[config.mk]
export PLATFORM = sky130hd
export DESIGN_NAME = radix_prefixed_literal_parser_top
export DESIGN_NICKNAME = d
export VERILOG_FILES = /design/src/rplp_pkg.sv /design/src/radix_prefixed_literal_parser_top.sv /design/src/rplp_front.sv /design/src/rplp_queue.sv /design/src/rplp_back.sv
export VERILOG_INCLUDE_DIRS = /design/src /design/src/src
export SDC_FILE = /design/constraint.sdc
export NUM_CORES = 1
export LEC_CHECK = 0
export ABC_AREA = 0
export ABC_CLOCK_PERIOD_IN_PS = 7150
export BUFFER_PORTS_ARGS = -buffer_cell sky130_fd_sc_hd__buf_2
export CAP_MARGIN = 20
export CORE_UTILIZATION = 55
export DETAILED_ROUTE_END_ITERATION = 12
export HOLD_SLACK_MARGIN = 0.1
export PLACE_DENSITY = 0.72
export SYNTH_ARGS = -nofsm -noshare
export SYNTH_HDL_FRONTEND = slang
export SYNTH_HIERARCHICAL = 1
export SYNTH_SLANG_ARGS = --single-unit
[constraint.sdc]
create_clock -name aclk -period 7.15 [get_ports aclk]
set_input_delay 0.3575 -clock aclk [delete_from_list [all_inputs] [get_ports aclk]]
set_output_delay 0.3575 -clock aclk [all_outputs]
set_load 0.02 [all_outputs]
[src/radix_prefixed_literal_parser_top_macros.svh]
// Assertion macros shared by the literal parser modules.
`ifndef RADIX_PREFIXED_LITERAL_PARSER_TOP_MACROS_SVH
`define RADIX_PREFIXED_LITERAL_PARSER_TOP_MACROS_SVH
`ifndef SYNTH
// Same-cycle implication, checked on every rising edge outside reset.
`define RPLP_ASSERT_IMP(label, ante, cons, msg) \
    label: assert property (@(posedge aclk) disable iff (!aresetn) (ante) |-> (cons)) \
        else $error(msg);
// Next-cycle implication, checked on every rising edge outside reset.
`define RPLP_ASSERT_NXT(label, ante, cons, msg) \
    label: assert property (@(posedge aclk) disable iff (!aresetn) (ante) |=> (cons)) \
        else $error(msg);
`else
`define RPLP_ASSERT_IMP(label, ante, cons, msg)
`define RPLP_ASSERT_NXT(label, ante, cons, msg)
`endif
`endif

[src/rplp_pkg.sv]
// Shared types, constants and digit helpers for the literal parser.
package rplp_pkg;

    // Radix selected by the prefix.
    typedef enum logic [1:0] {
        RADIX_BIN = 2'd0,
        RADIX_OCT = 2'd1,
        RADIX_DEC = 2'd2,
        RADIX_HEX = 2'd3
    } radix_t;

    localparam int CHAR_W  = 8;
    localparam int VALUE_W = 16;
    localparam int DIGIT_W = 4;
    // Widest constant folded by the front part: three decimal digits, at most 999.
    localparam int VAL_W   = 10;

    localparam int QUEUE_DEPTH = 4;
    localparam int QPTR_W      = $clog2(QUEUE_DEPTH);
    localparam int QCNT_W      = $clog2(QUEUE_DEPTH + 1);

    localparam logic [CHAR_W-1:0] CH_ZERO  = 8'h30;
    localparam logic [CHAR_W-1:0] CH_NINE  = 8'h39;
    localparam logic [CHAR_W-1:0] CH_ONE   = 8'h31;
    localparam logic [CHAR_W-1:0] CH_SEVEN = 8'h37;
    localparam logic [CHAR_W-1:0] CH_A     = 8'h61;
    localparam logic [CHAR_W-1:0] CH_F     = 8'h66;
    localparam logic [CHAR_W-1:0] CH_B     = 8'h62;
    localparam logic [CHAR_W-1:0] CH_O     = 8'h6f;
    localparam logic [CHAR_W-1:0] CH_D     = 8'h64;
    localparam logic [CHAR_W-1:0] CH_X     = 8'h78;
    // Offset that maps 'a' onto ten.
    localparam logic [CHAR_W-1:0] HEX_OFS  = 8'h57;

    // One queued operation for the back part.
    typedef struct packed {
        logic               start;  // load val instead of multiply-add
        radix_t             radix;
        logic [VAL_W-1:0]   val;
        logic               bad;    // an invalid digit is in this step
        logic               last;   // closes the literal, gives a result
    } op_t;

    // Numeric worth of a digit character; zero for anything else.
    function automatic logic [DIGIT_W-1:0] digit_val(input logic [CHAR_W-1:0] c);
        logic [CHAR_W-1:0] t;
        t = '0;
        if (c >= CH_ZERO && c <= CH_NINE) begin
            t = c - CH_ZERO;
        end else if (c >= CH_A && c <= CH_F) begin
            t = c - HEX_OFS;
        end
        return t[DIGIT_W-1:0];
    endfunction

    // True when the character is a digit of the given radix.
    function automatic logic digit_ok(input radix_t r, input logic [CHAR_W-1:0] c);
        logic ok;
        ok = 1'b0;
        unique case (r)
            RADIX_BIN: ok = (c == CH_ZERO) || (c == CH_ONE);
            RADIX_OCT: ok = (c >= CH_ZERO) && (c <= CH_SEVEN);
            RADIX_DEC: ok = (c >= CH_ZERO) && (c <= CH_NINE);
            RADIX_HEX: ok = ((c >= CH_ZERO) && (c <= CH_NINE)) ||
                            ((c >= CH_A) && (c <= CH_F));
            default:   ok = 1'b0;
        endcase
        return ok;
    endfunction

endpackage

[src/radix_prefixed_literal_parser_top.sv]
// Top level of the radix-prefixed literal parser.
//
//  Channel  Direction  Payload                               Transfer rule
//  s_*      in         tdata[7:0] char_code, tlast is_last   s_tvalid && s_tready
//  m_*      out        tdata[15:0] value, tuser ok           m_tvalid && m_tready
//
// One character per cycle is taken while the queue is not full; a result for
// a closing character passes the queue register, then the result register.
// The four-entry step queue sets how long the input side can run on while the
// output side stalls; s_tready drops only when that queue is full.
// Reset is synchronous on aresetn low and empties queue and result register.
module radix_prefixed_literal_parser_top (
    input  logic        aclk,
    input  logic        aresetn,
    input  logic        s_tvalid,
    output logic        s_tready,
    input  logic [7:0]  s_tdata,   // [7:0] char_code
    input  logic        s_tlast,   // is_last
    output logic        m_tvalid,
    input  logic        m_tready,
    output logic [15:0] m_tdata,   // [15:0] value
    output logic        m_tuser    // [0] ok
);
    import rplp_pkg::*;

    logic s_fire;
    logic push, pop, full, head_valid;
    op_t  push_op, head_op;

    assign s_tready = !full;
    assign s_fire   = s_tvalid && s_tready;

    rplp_front u_front (
        .aclk      (aclk),
        .aresetn   (aresetn),
        .s_fire    (s_fire),
        .char_code (s_tdata),
        .is_last   (s_tlast),
        .push      (push),
        .push_op   (push_op)
    );

    rplp_queue u_queue (
        .aclk       (aclk),
        .aresetn    (aresetn),
        .push       (push),
        .push_op    (push_op),
        .full       (full),
        .pop        (pop),
        .head_valid (head_valid),
        .head_op    (head_op)
    );

    rplp_back u_back (
        .aclk       (aclk),
        .aresetn    (aresetn),
        .head_valid (head_valid),
        .head_op    (head_op),
        .pop        (pop),
        .m_tvalid   (m_tvalid),
        .m_tready   (m_tready),
        .value      (m_tdata),
        .ok         (m_tuser)
    );

endmodule

[src/rplp_front.sv]
// Front part: takes characters, finds the prefix and queues accumulate steps.
`include "radix_prefixed_literal_parser_top_macros.svh"
module rplp_front (
    input  logic                        aclk,
    input  logic                        aresetn,
    input  logic                        s_fire,
    input  logic [rplp_pkg::CHAR_W-1:0] char_code,
    input  logic                        is_last,
    output logic                        push,
    output rplp_pkg::op_t               push_op
);
    import rplp_pkg::*;

    localparam logic [1:0] POS_FIRST  = 2'd0;
    localparam logic [1:0] POS_SECOND = 2'd1;
    localparam logic [1:0] POS_THIRD  = 2'd2;
    localparam logic [1:0] POS_BODY   = 2'd3;

    logic [CHAR_W-1:0] first_reg, first_next;
    logic [CHAR_W-1:0] second_reg, second_next;
    logic [1:0]        count_reg, count_next;
    radix_t            radix_reg, radix_next;

    logic [DIGIT_W-1:0] dv_c, dv_f, dv_s;
    radix_t             pre_radix;
    logic               pre_hit;
    op_t                op;

    // Prefix recognition on the held first two characters.
    always_comb begin
        pre_hit   = 1'b0;
        pre_radix = RADIX_DEC;
        if (first_reg == CH_ZERO) begin
            pre_hit = 1'b1;
            priority if (second_reg == CH_B) begin
                pre_radix = RADIX_BIN;
            end else if (second_reg == CH_O) begin
                pre_radix = RADIX_OCT;
            end else if (second_reg == CH_D) begin
                pre_radix = RADIX_DEC;
            end else if (second_reg == CH_X) begin
                pre_radix = RADIX_HEX;
            end else begin
                pre_hit = 1'b0;
            end
        end
    end

    // Build the queued step for the current character.
    always_comb begin
        dv_c     = digit_val(char_code);
        dv_f     = digit_val(first_reg);
        dv_s     = digit_val(second_reg);
        op       = '0;
        op.radix = RADIX_DEC;
        op.last  = is_last;
        push     = 1'b0;
        unique case (count_reg)
            POS_FIRST: begin
                push     = s_fire && is_last;
                op.start = 1'b1;
                op.val   = VAL_W'(dv_c);
                op.bad   = !digit_ok(RADIX_DEC, char_code);
            end
            POS_SECOND: begin
                push     = s_fire && is_last;
                op.start = 1'b1;
                op.val   = VAL_W'(dv_f) * VAL_W'(10) + VAL_W'(dv_c);
                op.bad   = !digit_ok(RADIX_DEC, first_reg) ||
                           !digit_ok(RADIX_DEC, char_code);
            end
            POS_THIRD: begin
                push     = s_fire;
                op.start = 1'b1;
                op.radix = pre_radix;
                if (pre_hit) begin
                    op.val = VAL_W'(dv_c);
                    op.bad = !digit_ok(pre_radix, char_code);
                end else begin
                    op.val = VAL_W'(dv_f) * VAL_W'(100) + VAL_W'(dv_s) * VAL_W'(10) +
                             VAL_W'(dv_c);
                    op.bad = !digit_ok(RADIX_DEC, first_reg) ||
                             !digit_ok(RADIX_DEC, second_reg) ||
                             !digit_ok(RADIX_DEC, char_code);
                end
            end
            POS_BODY: begin
                push     = s_fire;
                op.start = 1'b0;
                op.radix = radix_reg;
                op.val   = VAL_W'(dv_c);
                op.bad   = !digit_ok(radix_reg, char_code);
            end
            default: push = 1'b0;
        endcase
        push_op = op;
    end

    // Position and prefix state for the next character.
    always_comb begin
        first_next  = first_reg;
        second_next = second_reg;
        count_next  = count_reg;
        radix_next  = radix_reg;
        if (s_fire) begin
            if (count_reg == POS_FIRST) begin
                first_next = char_code;
            end
            if (count_reg == POS_SECOND) begin
                second_next = char_code;
            end
            if (count_reg == POS_THIRD) begin
                radix_next = pre_radix;
            end
            if (count_reg != POS_BODY) begin
                count_next = count_reg + 2'd1;
            end
            if (is_last) begin
                first_next  = '0;
                second_next = '0;
                count_next  = POS_FIRST;
                radix_next  = RADIX_DEC;
            end
        end
    end

    always_ff @(posedge aclk) begin
        if (!aresetn) begin
            first_reg  <= '0;
            second_reg <= '0;
            count_reg  <= POS_FIRST;
            radix_reg  <= RADIX_DEC;
        end else begin
            first_reg  <= first_next;
            second_reg <= second_next;
            count_reg  <= count_next;
            radix_reg  <= radix_next;
        end
    end

    // A closing character always leaves the front ready for a new literal.
    `RPLP_ASSERT_NXT(a_front_restart, s_fire && is_last, count_reg == POS_FIRST, "front did not restart after the last character")
    // Characters past the prefix always queue a step.
    `RPLP_ASSERT_IMP(a_front_body_push, s_fire && count_reg == POS_BODY, push && !push_op.start, "body character queued no step")

endmodule

[src/rplp_queue.sv]
// Short queue of accumulate steps between the front and back parts.
`include "radix_prefixed_literal_parser_top_macros.svh"
module rplp_queue (
    input  logic          aclk,
    input  logic          aresetn,
    input  logic          push,
    input  rplp_pkg::op_t push_op,
    output logic          full,
    input  logic          pop,
    output logic          head_valid,
    output rplp_pkg::op_t head_op
);
    import rplp_pkg::*;

    op_t               slot_reg [QUEUE_DEPTH];
    logic [QPTR_W-1:0] wr_ptr_reg, rd_ptr_reg;
    logic [QCNT_W-1:0] count_reg, count_next;

    assign full       = (count_reg == QCNT_W'(QUEUE_DEPTH));
    assign head_valid = (count_reg != '0);
    assign head_op    = slot_reg[rd_ptr_reg];

    // Occupancy follows the push and pop transfers.
    always_comb begin
        count_next = count_reg;
        if (push && !pop) begin
            count_next = count_reg + QCNT_W'(1);
        end else if (pop && !push) begin
            count_next = count_reg - QCNT_W'(1);
        end
    end

    always_ff @(posedge aclk) begin
        if (push) begin
            slot_reg[wr_ptr_reg] <= push_op;
        end
    end

    always_ff @(posedge aclk) begin
        if (!aresetn) begin
            wr_ptr_reg <= '0;
            rd_ptr_reg <= '0;
            count_reg  <= '0;
        end else begin
            if (push) begin
                wr_ptr_reg <= wr_ptr_reg + QPTR_W'(1);
            end
            if (pop) begin
                rd_ptr_reg <= rd_ptr_reg + QPTR_W'(1);
            end
            count_reg <= count_next;
        end
    end

    `RPLP_ASSERT_IMP(a_queue_no_overflow, push, !full, "push into a full queue")
    `RPLP_ASSERT_IMP(a_queue_no_underflow, pop, head_valid, "pop from an empty queue")

endmodule

[src/rplp_back.sv]
// Back part: runs the multiply-add steps and holds the result register.
`include "radix_prefixed_literal_parser_top_macros.svh"
module rplp_back (
    input  logic                         aclk,
    input  logic                         aresetn,
    input  logic                         head_valid,
    input  rplp_pkg::op_t                head_op,
    output logic                         pop,
    output logic                         m_tvalid,
    input  logic                         m_tready,
    output logic [rplp_pkg::VALUE_W-1:0] value,
    output logic                         ok
);
    import rplp_pkg::*;

    logic [VALUE_W-1:0] acc_reg, acc_next;
    logic               failed_reg, failed_next;
    logic               valid_reg, valid_next;
    logic [VALUE_W-1:0] value_reg, value_next;
    logic               ok_reg, ok_next;

    logic               slot_free;
    logic [VALUE_W-1:0] scaled;

    // A closing step waits for the result register; others go straight through.
    assign slot_free = !valid_reg || m_tready;
    assign pop       = head_valid && (!head_op.last || slot_free);

    // Multiply the running value by the radix with shifts.
    always_comb begin
        unique case (head_op.radix)
            RADIX_BIN: scaled = acc_reg << 1;
            RADIX_OCT: scaled = acc_reg << 3;
            RADIX_DEC: scaled = (acc_reg << 3) + (acc_reg << 1);
            RADIX_HEX: scaled = acc_reg << 4;
            default:   scaled = acc_reg;
        endcase
    end

    // Step the accumulator and load the result on the closing step.
    always_comb begin
        acc_next    = acc_reg;
        failed_next = failed_reg;
        valid_next  = valid_reg;
        value_next  = value_reg;
        ok_next     = ok_reg;
        if (valid_reg && m_tready) begin
            valid_next = 1'b0;
        end
        if (pop) begin
            if (head_op.start) begin
                acc_next    = VALUE_W'(head_op.val);
                failed_next = head_op.bad;
            end else begin
                acc_next    = scaled + VALUE_W'(head_op.val[DIGIT_W-1:0]);
                failed_next = failed_reg || head_op.bad;
            end
            if (head_op.last) begin
                valid_next  = 1'b1;
                value_next  = failed_next ? '0 : acc_next;
                ok_next     = !failed_next;
                acc_next    = '0;
                failed_next = 1'b0;
            end
        end
    end

    always_ff @(posedge aclk) begin
        if (!aresetn) begin
            acc_reg    <= '0;
            failed_reg <= 1'b0;
            valid_reg  <= 1'b0;
        end else begin
            acc_reg    <= acc_next;
            failed_reg <= failed_next;
            valid_reg  <= valid_next;
        end
    end

    always_ff @(posedge aclk) begin
        value_reg <= value_next;
        ok_reg    <= ok_next;
    end

    assign m_tvalid = valid_reg;
    assign value    = value_reg;
    assign ok       = ok_reg;

    `RPLP_ASSERT_IMP(a_back_fail_zero, valid_reg && !ok_reg, value_reg == '0, "failed literal with a non-zero value")
    `RPLP_ASSERT_IMP(a_back_no_overwrite, pop && head_op.last, slot_free, "result register overwritten before its transfer")

endmodule

# == Word level (Yosys, flattened, before mapping) ==
# Memories as Yosys holds them, arrays and structs flattened. A register that Yosys moved wholly into a read port is not among the register bits.
# Cells that the tools add are included.
# totals
ff_bits,61
mem_bits_rw,60
in_bits,13
memories,1
# op_classes
add_sub_neg,16
n_mul,3
n_lt_le_gt_ge,13
n_eq_ne,21
mux,58
reduce_logical,53
# memory_table
name,words,word_bits,read_ports,rd_ports_with_merged_regs,write_ports,line_no,rtl
u_queue.slot_reg,4,15,1,1,1,rplp_queue.sv:15,op_t slot_reg [QUEUE_DEPTH];
# ops
cell,n
one-hot mux 16 bit (4 select lines),1
one-hot mux 11 bit (4 select lines),1
"equality test 8 x 7 -> 1 bit, second input constant",4
"<= comparator 8 x 6 -> 1 bit, second input constant",4
two-way mux 8 bit,4
two-way mux 1 bit,26
"equality test 8 x 6 -> 1 bit, second input constant",3
"greater-or-equal comparator 8 x 6 -> 1 bit, second input constant",3
"greater-or-equal comparator 8 x 7 -> 1 bit, second input constant",3
"<= comparator 8 x 7 -> 1 bit, second input constant",3
two-way mux 4 bit,6
two-way mux 2 bit,10
adder 16 bit,1
adder 16 x 4 -> 16 bit,1
"equality test 2 bit, second input constant",8
two-way mux 16 bit,1
two-way mux 15 bit,1
logical NOT 1 bit,14
"multiplier 4 x 3 -> 7 bit, second input constant",2
logical AND 1 bit,13
"subtractor 4 x 1 -> 4 bit, second input constant",3
"subtractor 4 x 3 -> 4 bit, second input constant",3
two-way mux 11 bit,1
adder 10 x 4 -> 10 bit,1
20 further kinds,47

# == Logic depth before layout (Yosys ltp) ==
# Gate-level depths: netlist (run 1).
# logic_depth
ltp_word,13
depth_mapped,18
ltp_nobuf,18

# == By module ==
# The synthesis (run 1) kept the hierarchy.
# by_module_without_submodules
module,instances,cells_per_inst,area_each_um2,seq_area_each_um2
rplp_back,1,301,2817.7,850.8
rplp_front,1,329,2771.4,400.4
rplp_queue,1,121,2641.3,1981.9
radix_prefixed_literal_parser_top,1,2,10.0,0.0

# == Least setup slack after synthesis (run 1) ==
# Ideal clock, no wire load.
# synth_timing
path_kind,register to register
from,register u_front.second_reg[0]
to,memory u_queue/slot_reg[0][11] in the netlist's numbering (data pin)
t_arrival_ns,3.944
required_time_ns,6.947
slack_ns,3.004
path_stages_with_launch,16
cell_sequence,dfxtp_1 inv_1 ha_1 and3b_1 o31a_1 a32o_1 ha_1 ha_1 fa_1 ha_1 ha_1 o21ai_0 o21bai_1 a2111oi_0 nor4_1 nor3_1
# synth_lines
element,line_no,rtl
start: declaration,rplp_front.sv:20,"logic [CHAR_W-1:0] second_reg, second_next;"
start signal: assignment,rplp_front.sv:135,second_reg <= second_next;
end: declaration,rplp_queue.sv:15,

==> results of run 1 <==
==> per-layer routing <==
layer	GRT usage, %	wire length, microns	vias up	share of wire, %
li1	-	-	2894	-
met1	28.5	7550	3013	42
met2	43.6	9520	199	52
met3	4.77	751	33	4.1
met4	8.36	343	0	1.9
met5	0	0	-	0
==> layout make-up <==
type	count	area, sq um	area share [%]
clock buffers	17	425	4.69
clock inverters	15	180	1.98
inverters	50	188	2.07
multi-input cells	553	4640	51.1
flip-flops and latches	123	3230	35.6
well taps	184	230	2.54
repair buffers	35	185	2.04
==> cell families (layout without fill, tap and decap cells) <==
group / count (synthesis) / in the layout / share of synthesized area [%]
XOR/XNOR: 31 / 31 / 3.29
AO/OA/AOI/OAI: 169 / 169 / 15.1
AND/OR/NAND/NOR: 238 / 238 / 17.4
buffers and inverters: 77 / 117 / 4.48
flip-flops: 123 / 123 / 39.2
adder cells (fa/ha/maj): 76 / 76 / 12.5
multiplexers: 39 / 39 / 8.09
==> critical path: stages, from the launching register on <==
cell and delay [ns]:
dfxtp_1 0.46, inv_1 0.10, ha_1 0.23, nor2b_1 0.15, nor3_1 0.16, o31a_1 0.23, a21oi_1 0.09, mux2i_1 0.36
ha_1 0.23, ha_1 0.19, fa_1 0.43, ha_1 0.29, ha_1 0.34, o21ai_0 0.09, o21bai_1 0.11, a2111oi_0 0.57
nor4_1 0.12, nor3_1 0.38
==> power breakdown <==
part / internal [mW] / switching [mW]
combinational: 0.388 / 0.572
clock: 0.528 / 0.344
sequential: 0.870 / 0.0745
total: 1.79 / 0.991
==> placed cells by master (no fill, tap or decap), types with 13 or more instances in the layout <==
cell type	instances
a21oi_1	23
a22oi_1	20
and2_1	19
buf_2	31
clkbuf_16	17
dfxtp_1	46
edfxtp_1	77
ha_1	66
inv_1	50
mux2i_1	13
nand2_1	44
nand3_1	18
nor2_1	30
nor2b_1	48
nor3_1	15
o21ai_0	28
xnor2_1	19
==> path summary, 6_finish.rpt <==
kind / startpoint / to / slack, ns / depth (start not counted)
setup / recovery: u_front/second_reg[1]$_SDFFE_PN0P_ / u_queue/slot_reg[3][11]$_DFFE_PP_ / 2.37 / 17
hold / removal: s_tdata[7] / u_front/second_reg[7]$_SDFFE_PN0P_ / 0.28 / 3
setup reg to reg: u_front/second_reg[1]$_SDFFE_PN0P_ / u_queue/slot_reg[3][11]$_DFFE_PP_ / 2.37 / 17
hold reg to reg: u_queue/count_reg[2]$_SDFFE_PN0P_ / u_queue/count_reg[2]$_SDFFE_PN0P_ / 0.53 / 2
==> impl_metrics.py, run 1 <==
metrics = {
    "cts": {
        "cts.path.max_buffers": 2,
        "numCtsBuffers": 17,
        "htreeDepth": 4,
        "ctsResizeCount": 0,
        "hold_buffers": 0,
        "insertion_delay_ns": 0.42,
        "root_buffer": "clkbuf_16",
        "clkTransAtPathRegs_ns": 0.06,
        "post_cts_buffers": 0,
        "clock-sinks": 123,
        "cts_tree": "yes",
    },
    "place": {
        "place_congestion": 0.905,
        "dp_cells": 945,
        "dp_hpwl_microns": 13300,
        "place_area_sq_mm": 0.00847,
        "dpl_worst_slack_ns": 2.41,
        "portBuffers": 31,
    },
    "synth": {
        "synthTopCellsByCount": "77 x edfxtp_1, 66 x ha_1, 50 x inv_1",
        "synth-edff-count": 77,
        "synth_area_sq_mm": 0.00824,
        "synth_area_leader_cell": "edfxtp_1",
        "ys_ff_latch": 123,
        "synth_area_per_cell_sq_um": 10.9,
        "synthArstFlopShare_pct": 0,
        "synth_warnings": 6,
        "ys.flop_type": "edfxtp_1",
        "yosysMostFrequentCell": "edfxtp_1",
        "synth_top_cell_area_share_pct": 28.1,
        "synthesis.nets": 842,
        "ys_types": 97,
        "synth_area_leaders": "edfxtp_1 28%, dfxtp_1 11%, ha_1 10%, nor2b_1 3.6%, mux4_2 3.3%",
        "seq_area_frac_synth_pct": 39.2,
        "syn-instance-count": 753,
    },
    "routing": {
        "postRouteAntennaNets": 0,
        "via_count": 6139,
        "routed_via_density": 6.28,
        "wl_microns": 18200,
        "routedWlPerCell_microns": 18.6,
        "drtIter0Drc": 581,
        "drc": 0,
        "first_pass_iters": 5,
    },
    "global_route": {
        "grt_pass1_wl_microns": 30000,
        "grt_max_degree": 47,
        "antenna_found_initial": 0,
        "grt_overflow_total": 0,
        "grt_pass1_vias": 6105,
        "grt_usage_pct": 24.2,
    },
    "final_layout": {
        "fillers": 1098,
        "stdcell_count": 977,
        "nNetsFinal": 869,
        "largest_reg_flops": 60,
        "fin_util_pct": 62.2,
        "num_antenna_cells": 0,
        "syn2layout_area_growth_pct": 10.2,
        "design_area_sq_mm": 0.00908,
        "layout-drive-gt1-share_pct": 14.4,
    },
    "floorplan": {
        "io_pins": 32,
        "start_util_pct": 56.5,
        "die_h_microns": 124,
        "num_rows": 44,
        "fp.dieW_microns": 124,
        "dieArea_sq_mm": 0.0155,
        "core-area_sq_mm": 0.0146,
    },
    "sta": {
        "slew_viol_final": 0,
        "period_needed_ns": 4.78,
        "timing.fmax_ghz": 0.209,
        "setup_viol": 0,
        "relSlewSlack_pct": 46.1,
        "fin_tns_setup_ns": 0,
        "finalHoldViolations": 0,
        "finClkSkew_ns": 0.0125,
        "rsz0062_at_grt": "no",
        "worstMarginPinSlew_ns": 0.808,
        "timing.final.crit_share_pct": 66.9,
        "hold_slack_ns": 0.282,
        "timing.final.ws_setup_ns": 2.37,
    },
    "power_and_ir_drop": {
        "leakagePower_nw": 3.52,
        "power.density_mw_per_mm2": 306,
        "peakVddDrop_v": 0.000188,
        "p_total_mw": 2.78,
    },
    "setup_path": {
        "path_class": "flip-flop to flip-flop",
        "startpoint_type": "flip-flop",
        "cp.required_ns": 7.32,
        "worstSetupEndpointType": "flip-flop",
        "cp.arrival_ns": 4.95,
        "crit_fanout": 7,
    },
    "outcome": {
        "status": "finished, final reports clean",
    },
    "job": {
        "cap_viol_max_count": 0,
    },
    "min_path": {
        "worstHoldPathType": "input pin to flip-flop",
    },
}
(Power assumes the default switching activity.)
==> run 2, diff against run 1 <==
--- a/config.mk
+++ b/config.mk
@@ -7,7 +7,7 @@
 export NUM_CORES = 1
 export LEC_CHECK = 0
 export ABC_AREA = 0
-export ABC_CLOCK_PERIOD_IN_PS = 7150
+export ABC_CLOCK_PERIOD_IN_PS = 4780
 export BUFFER_PORTS_ARGS = -buffer_cell sky130_fd_sc_hd__buf_2
 export CAP_MARGIN = 20
 export CORE_UTILIZATION = 55
==> constraint.sdc (replaced) <==
create_clock -name aclk -period 4.78 [get_ports aclk]
set_input_delay 0.239 -clock aclk [delete_from_list [all_inputs] [get_ports aclk]]
set_output_delay 0.239 -clock aclk [all_outputs]
set_load 0.02 [all_outputs]
==> impl_metrics.py, run 2 (same netlist as run 1, synthesis figures left out) <==
metrics = {
    "outcome": {
        "status": "finished, final reports clean",
    },
    "sta": {
        "period_needed_ns": 4.45,
        "slew_viol_final": 0,
        "hold_slack_ns": 0.157,
        "timing.final.crit_share_pct": 93.1,
        "timing.fmax_ghz": 0.225,
        "finalHoldViolations": 0,
        "setup_viol": 0,
        "fin_tns_setup_ns": 0,
        "relSlewSlack_pct": 46.6,
        "finClkSkew_ns": 0.0105,
        "worstMarginPinSlew_ns": 0.802,
        "rsz0062_at_grt": "no",
    },
    "routing": {
        "wl_microns": 18200,
        "routed_via_density": 6.17,
        "routedWlPerCell_microns": 18.6,
        "drtIter0Drc": 627,
        "via_count": 6051,
        "first_pass_iters": 8,
        "drc": 0,
        "postRouteAntennaNets": 0,
    },
    "cts": {
        "htreeDepth": 4,
        "hold_buffers": 0,
        "clock-sinks": 123,
        "cts.path.max_buffers": 2,
        "insertion_delay_ns": 0.41,
        "root_buffer": "clkbuf_16",
        "clkTransAtPathRegs_ns": 0.06,
        "numCtsBuffers": 17,
        "cts_tree": "yes",
    },
    "final_layout": {
        "fillers": 1135,
        "syn2layout_area_growth_pct": 10.3,
        "multi_input_area_sq_mm": 0.00465,
        "nNetsFinal": 873,
        "final_common_cell": "edfxtp_1",
        "layout_common_cells": "77 x edfxtp_1, 66 x ha_1, 50 x inv_1",
        "num_antenna_cells": 0,
        "fin_util_pct": 62.3,
        "regArea_sq_mm": 0.00323,
        "largest_reg_flops": 60,
        "layout-drive-gt1-share_pct": 15.1,
    },
    "global_route": {
        "grt_usage_pct": 24.1,
        "grt_max_degree": 47,
        "grt_overflow_total": 0,
        "grt_pass1_vias": 6019,
        "grt_pass1_wl_microns": 29600,
        "antenna_found_initial": 0,
    },
    "setup_path": {
        "reg2reg_to": "u_queue/slot_reg[3][11]$_DFFE_PP_",
        "path_class": "flip-flop to flip-flop",
        "cp.arrival_ns": 4.59,
        "reg2regPathDepth": 15,
        "crit_fanout": 9,
        "r2r-start": "u_front/second_reg[3]$_SDFFE_PN0P_",
        "reg2reg_slack_ns": 0.33,
        "startpoint_type": "flip-flop",
        "worstSetupEndpointType": "flip-flop",
        "cp.required_ns": 4.92,
    },
    "place": {
        "place_congestion": 0.911,
        "dp_hpwl_microns": 13400,
        "portBuffers": 31,
    },
    "floorplan": {
        "io_pins": 32,
        "fp.dieW_microns": 124,
        "start_util_pct": 56.5,
        "num_rows": 44,
        "core-area_sq_mm": 0.0146,
        "dieArea_sq_mm": 0.0155,
        "die_h_microns": 124,
    },
    "power_and_ir_drop": {
        "leakagePower_nw": 3.52,
        "peakVddDrop_v": 0.000265,
        "power.density_mw_per_mm2": 453,
    },
    "min_path": {
        "hold_path_end": "u_front/first_reg[6]$_SDFFE_PN0P_",
        "hold_depth": 3,
        "hold_start": "s_tdata[6]",
        "worstHoldPathType": "input pin to flip-flop",
    },
    "job": {
        "cap_viol_max_count": 0,
    },
}
## run 2: cell types whose count changed in the layout (fill, tap and decap cells not counted), sizes merged
cell / previous run / this run
buf: 35 / 39
bufinv: 2 / 1
clkinvlp: 1 / 2
## run 2: per-layer routing
| layer | part of all wire (%) | track usage [%] | vias to the layer above |
|---|---|---|---|
| met5 | 0 | 0 | - |
| met4 | 2.2 | 9.00 | 0 |
| met3 | 5.0 | 5.76 | 29 |
| met2 | 51 | 42.6 | 214 |
| met1 | 42 | 28.3 | 2907 |
| li1 | - | - | 2901 |
## run 2: stage by stage
stage / instances / area, sq um / power, mW / setup WS (ns)
floorplan: 753 / 8240 / 2.55 / 0.634
global placement: 949 / 8500 / 2.82 / 0.423
detailed placement: 949 / 8500 / 2.87 / 0.127
CTS: 981 / 9080 / 4.13 / 0.108
global route: 981 / 9090 / 4.33 / 0.0132
finish: 981 / 9090 / 4.12 / 0.330
## run 2: where the power goes
part | switching, mW | leakage, nW | total (mW) | internal [mW]
Combinational | 0.876 | 2.18 | 1.47 | 0.593
Clock | 0.510 | 0.280 | 1.24 | 0.733
Sequential | 0.104 | 1.06 | 1.41 | 1.30
## run 2: timing repair
item / in CTS / in global routing
buffers inserted: 0 / 0
setup endpoints to repair: 0 / 4
gates resized for setup: 0 / 3
## run 2: how the worst max path moves through the flow
stage	end	depth (start not counted)	from
floorplan	u_queue/slot_reg[0][11]$_DFFE_PP_	15	u_front/second_reg[0]$_SDFFE_PN0P_
global placement	u_queue/slot_reg[2][11]$_DFFE_PP_	17	u_front/second_reg[1]$_SDFFE_PN0P_
detailed placement	u_queue/slot_reg[3][11]$_DFFE_PP_	15	u_front/second_reg[3]$_SDFFE_PN0P_
CTS	u_queue/slot_reg[3][11]$_DFFE_PP_	15	u_front/second_reg[3]$_SDFFE_PN0P_
global route	u_queue/slot_reg[2][10]$_DFFE_PP_	17	u_front/first_reg[1]$_SDFFE_PN0P_
finish	u_queue/slot_reg[3][11]$_DFFE_PP_	15	u_front/second_reg[3]$_SDFFE_PN0P_
## run 2: layout make-up
type | count | area share, %
clock buffer | 17 | 4.68
multi-input combinational | 553 | 51.1
inverter | 50 | 2.06
clock inverter | 15 | 1.67
tap | 184 | 2.53
timing repair buffer | 39 | 2.37
sequential | 123 | 35.6
## run 2: critical path, cell delays in order, from the launching register on
cell,delay [ns]
dfxtp_1,0.39
a311o_1,0.38
nor3b_1,0.26
o31a_1,0.27
a21oi_1,0.10
mux2i_1,0.33
ha_1,0.22
ha_1,0.19
fa_1,0.44
ha_1,0.29
ha_1,0.34
o21ai_0,0.10
o21bai_1,0.12
a2111oi_2,0.47
o31a_1,0.22
nor3_2,0.06
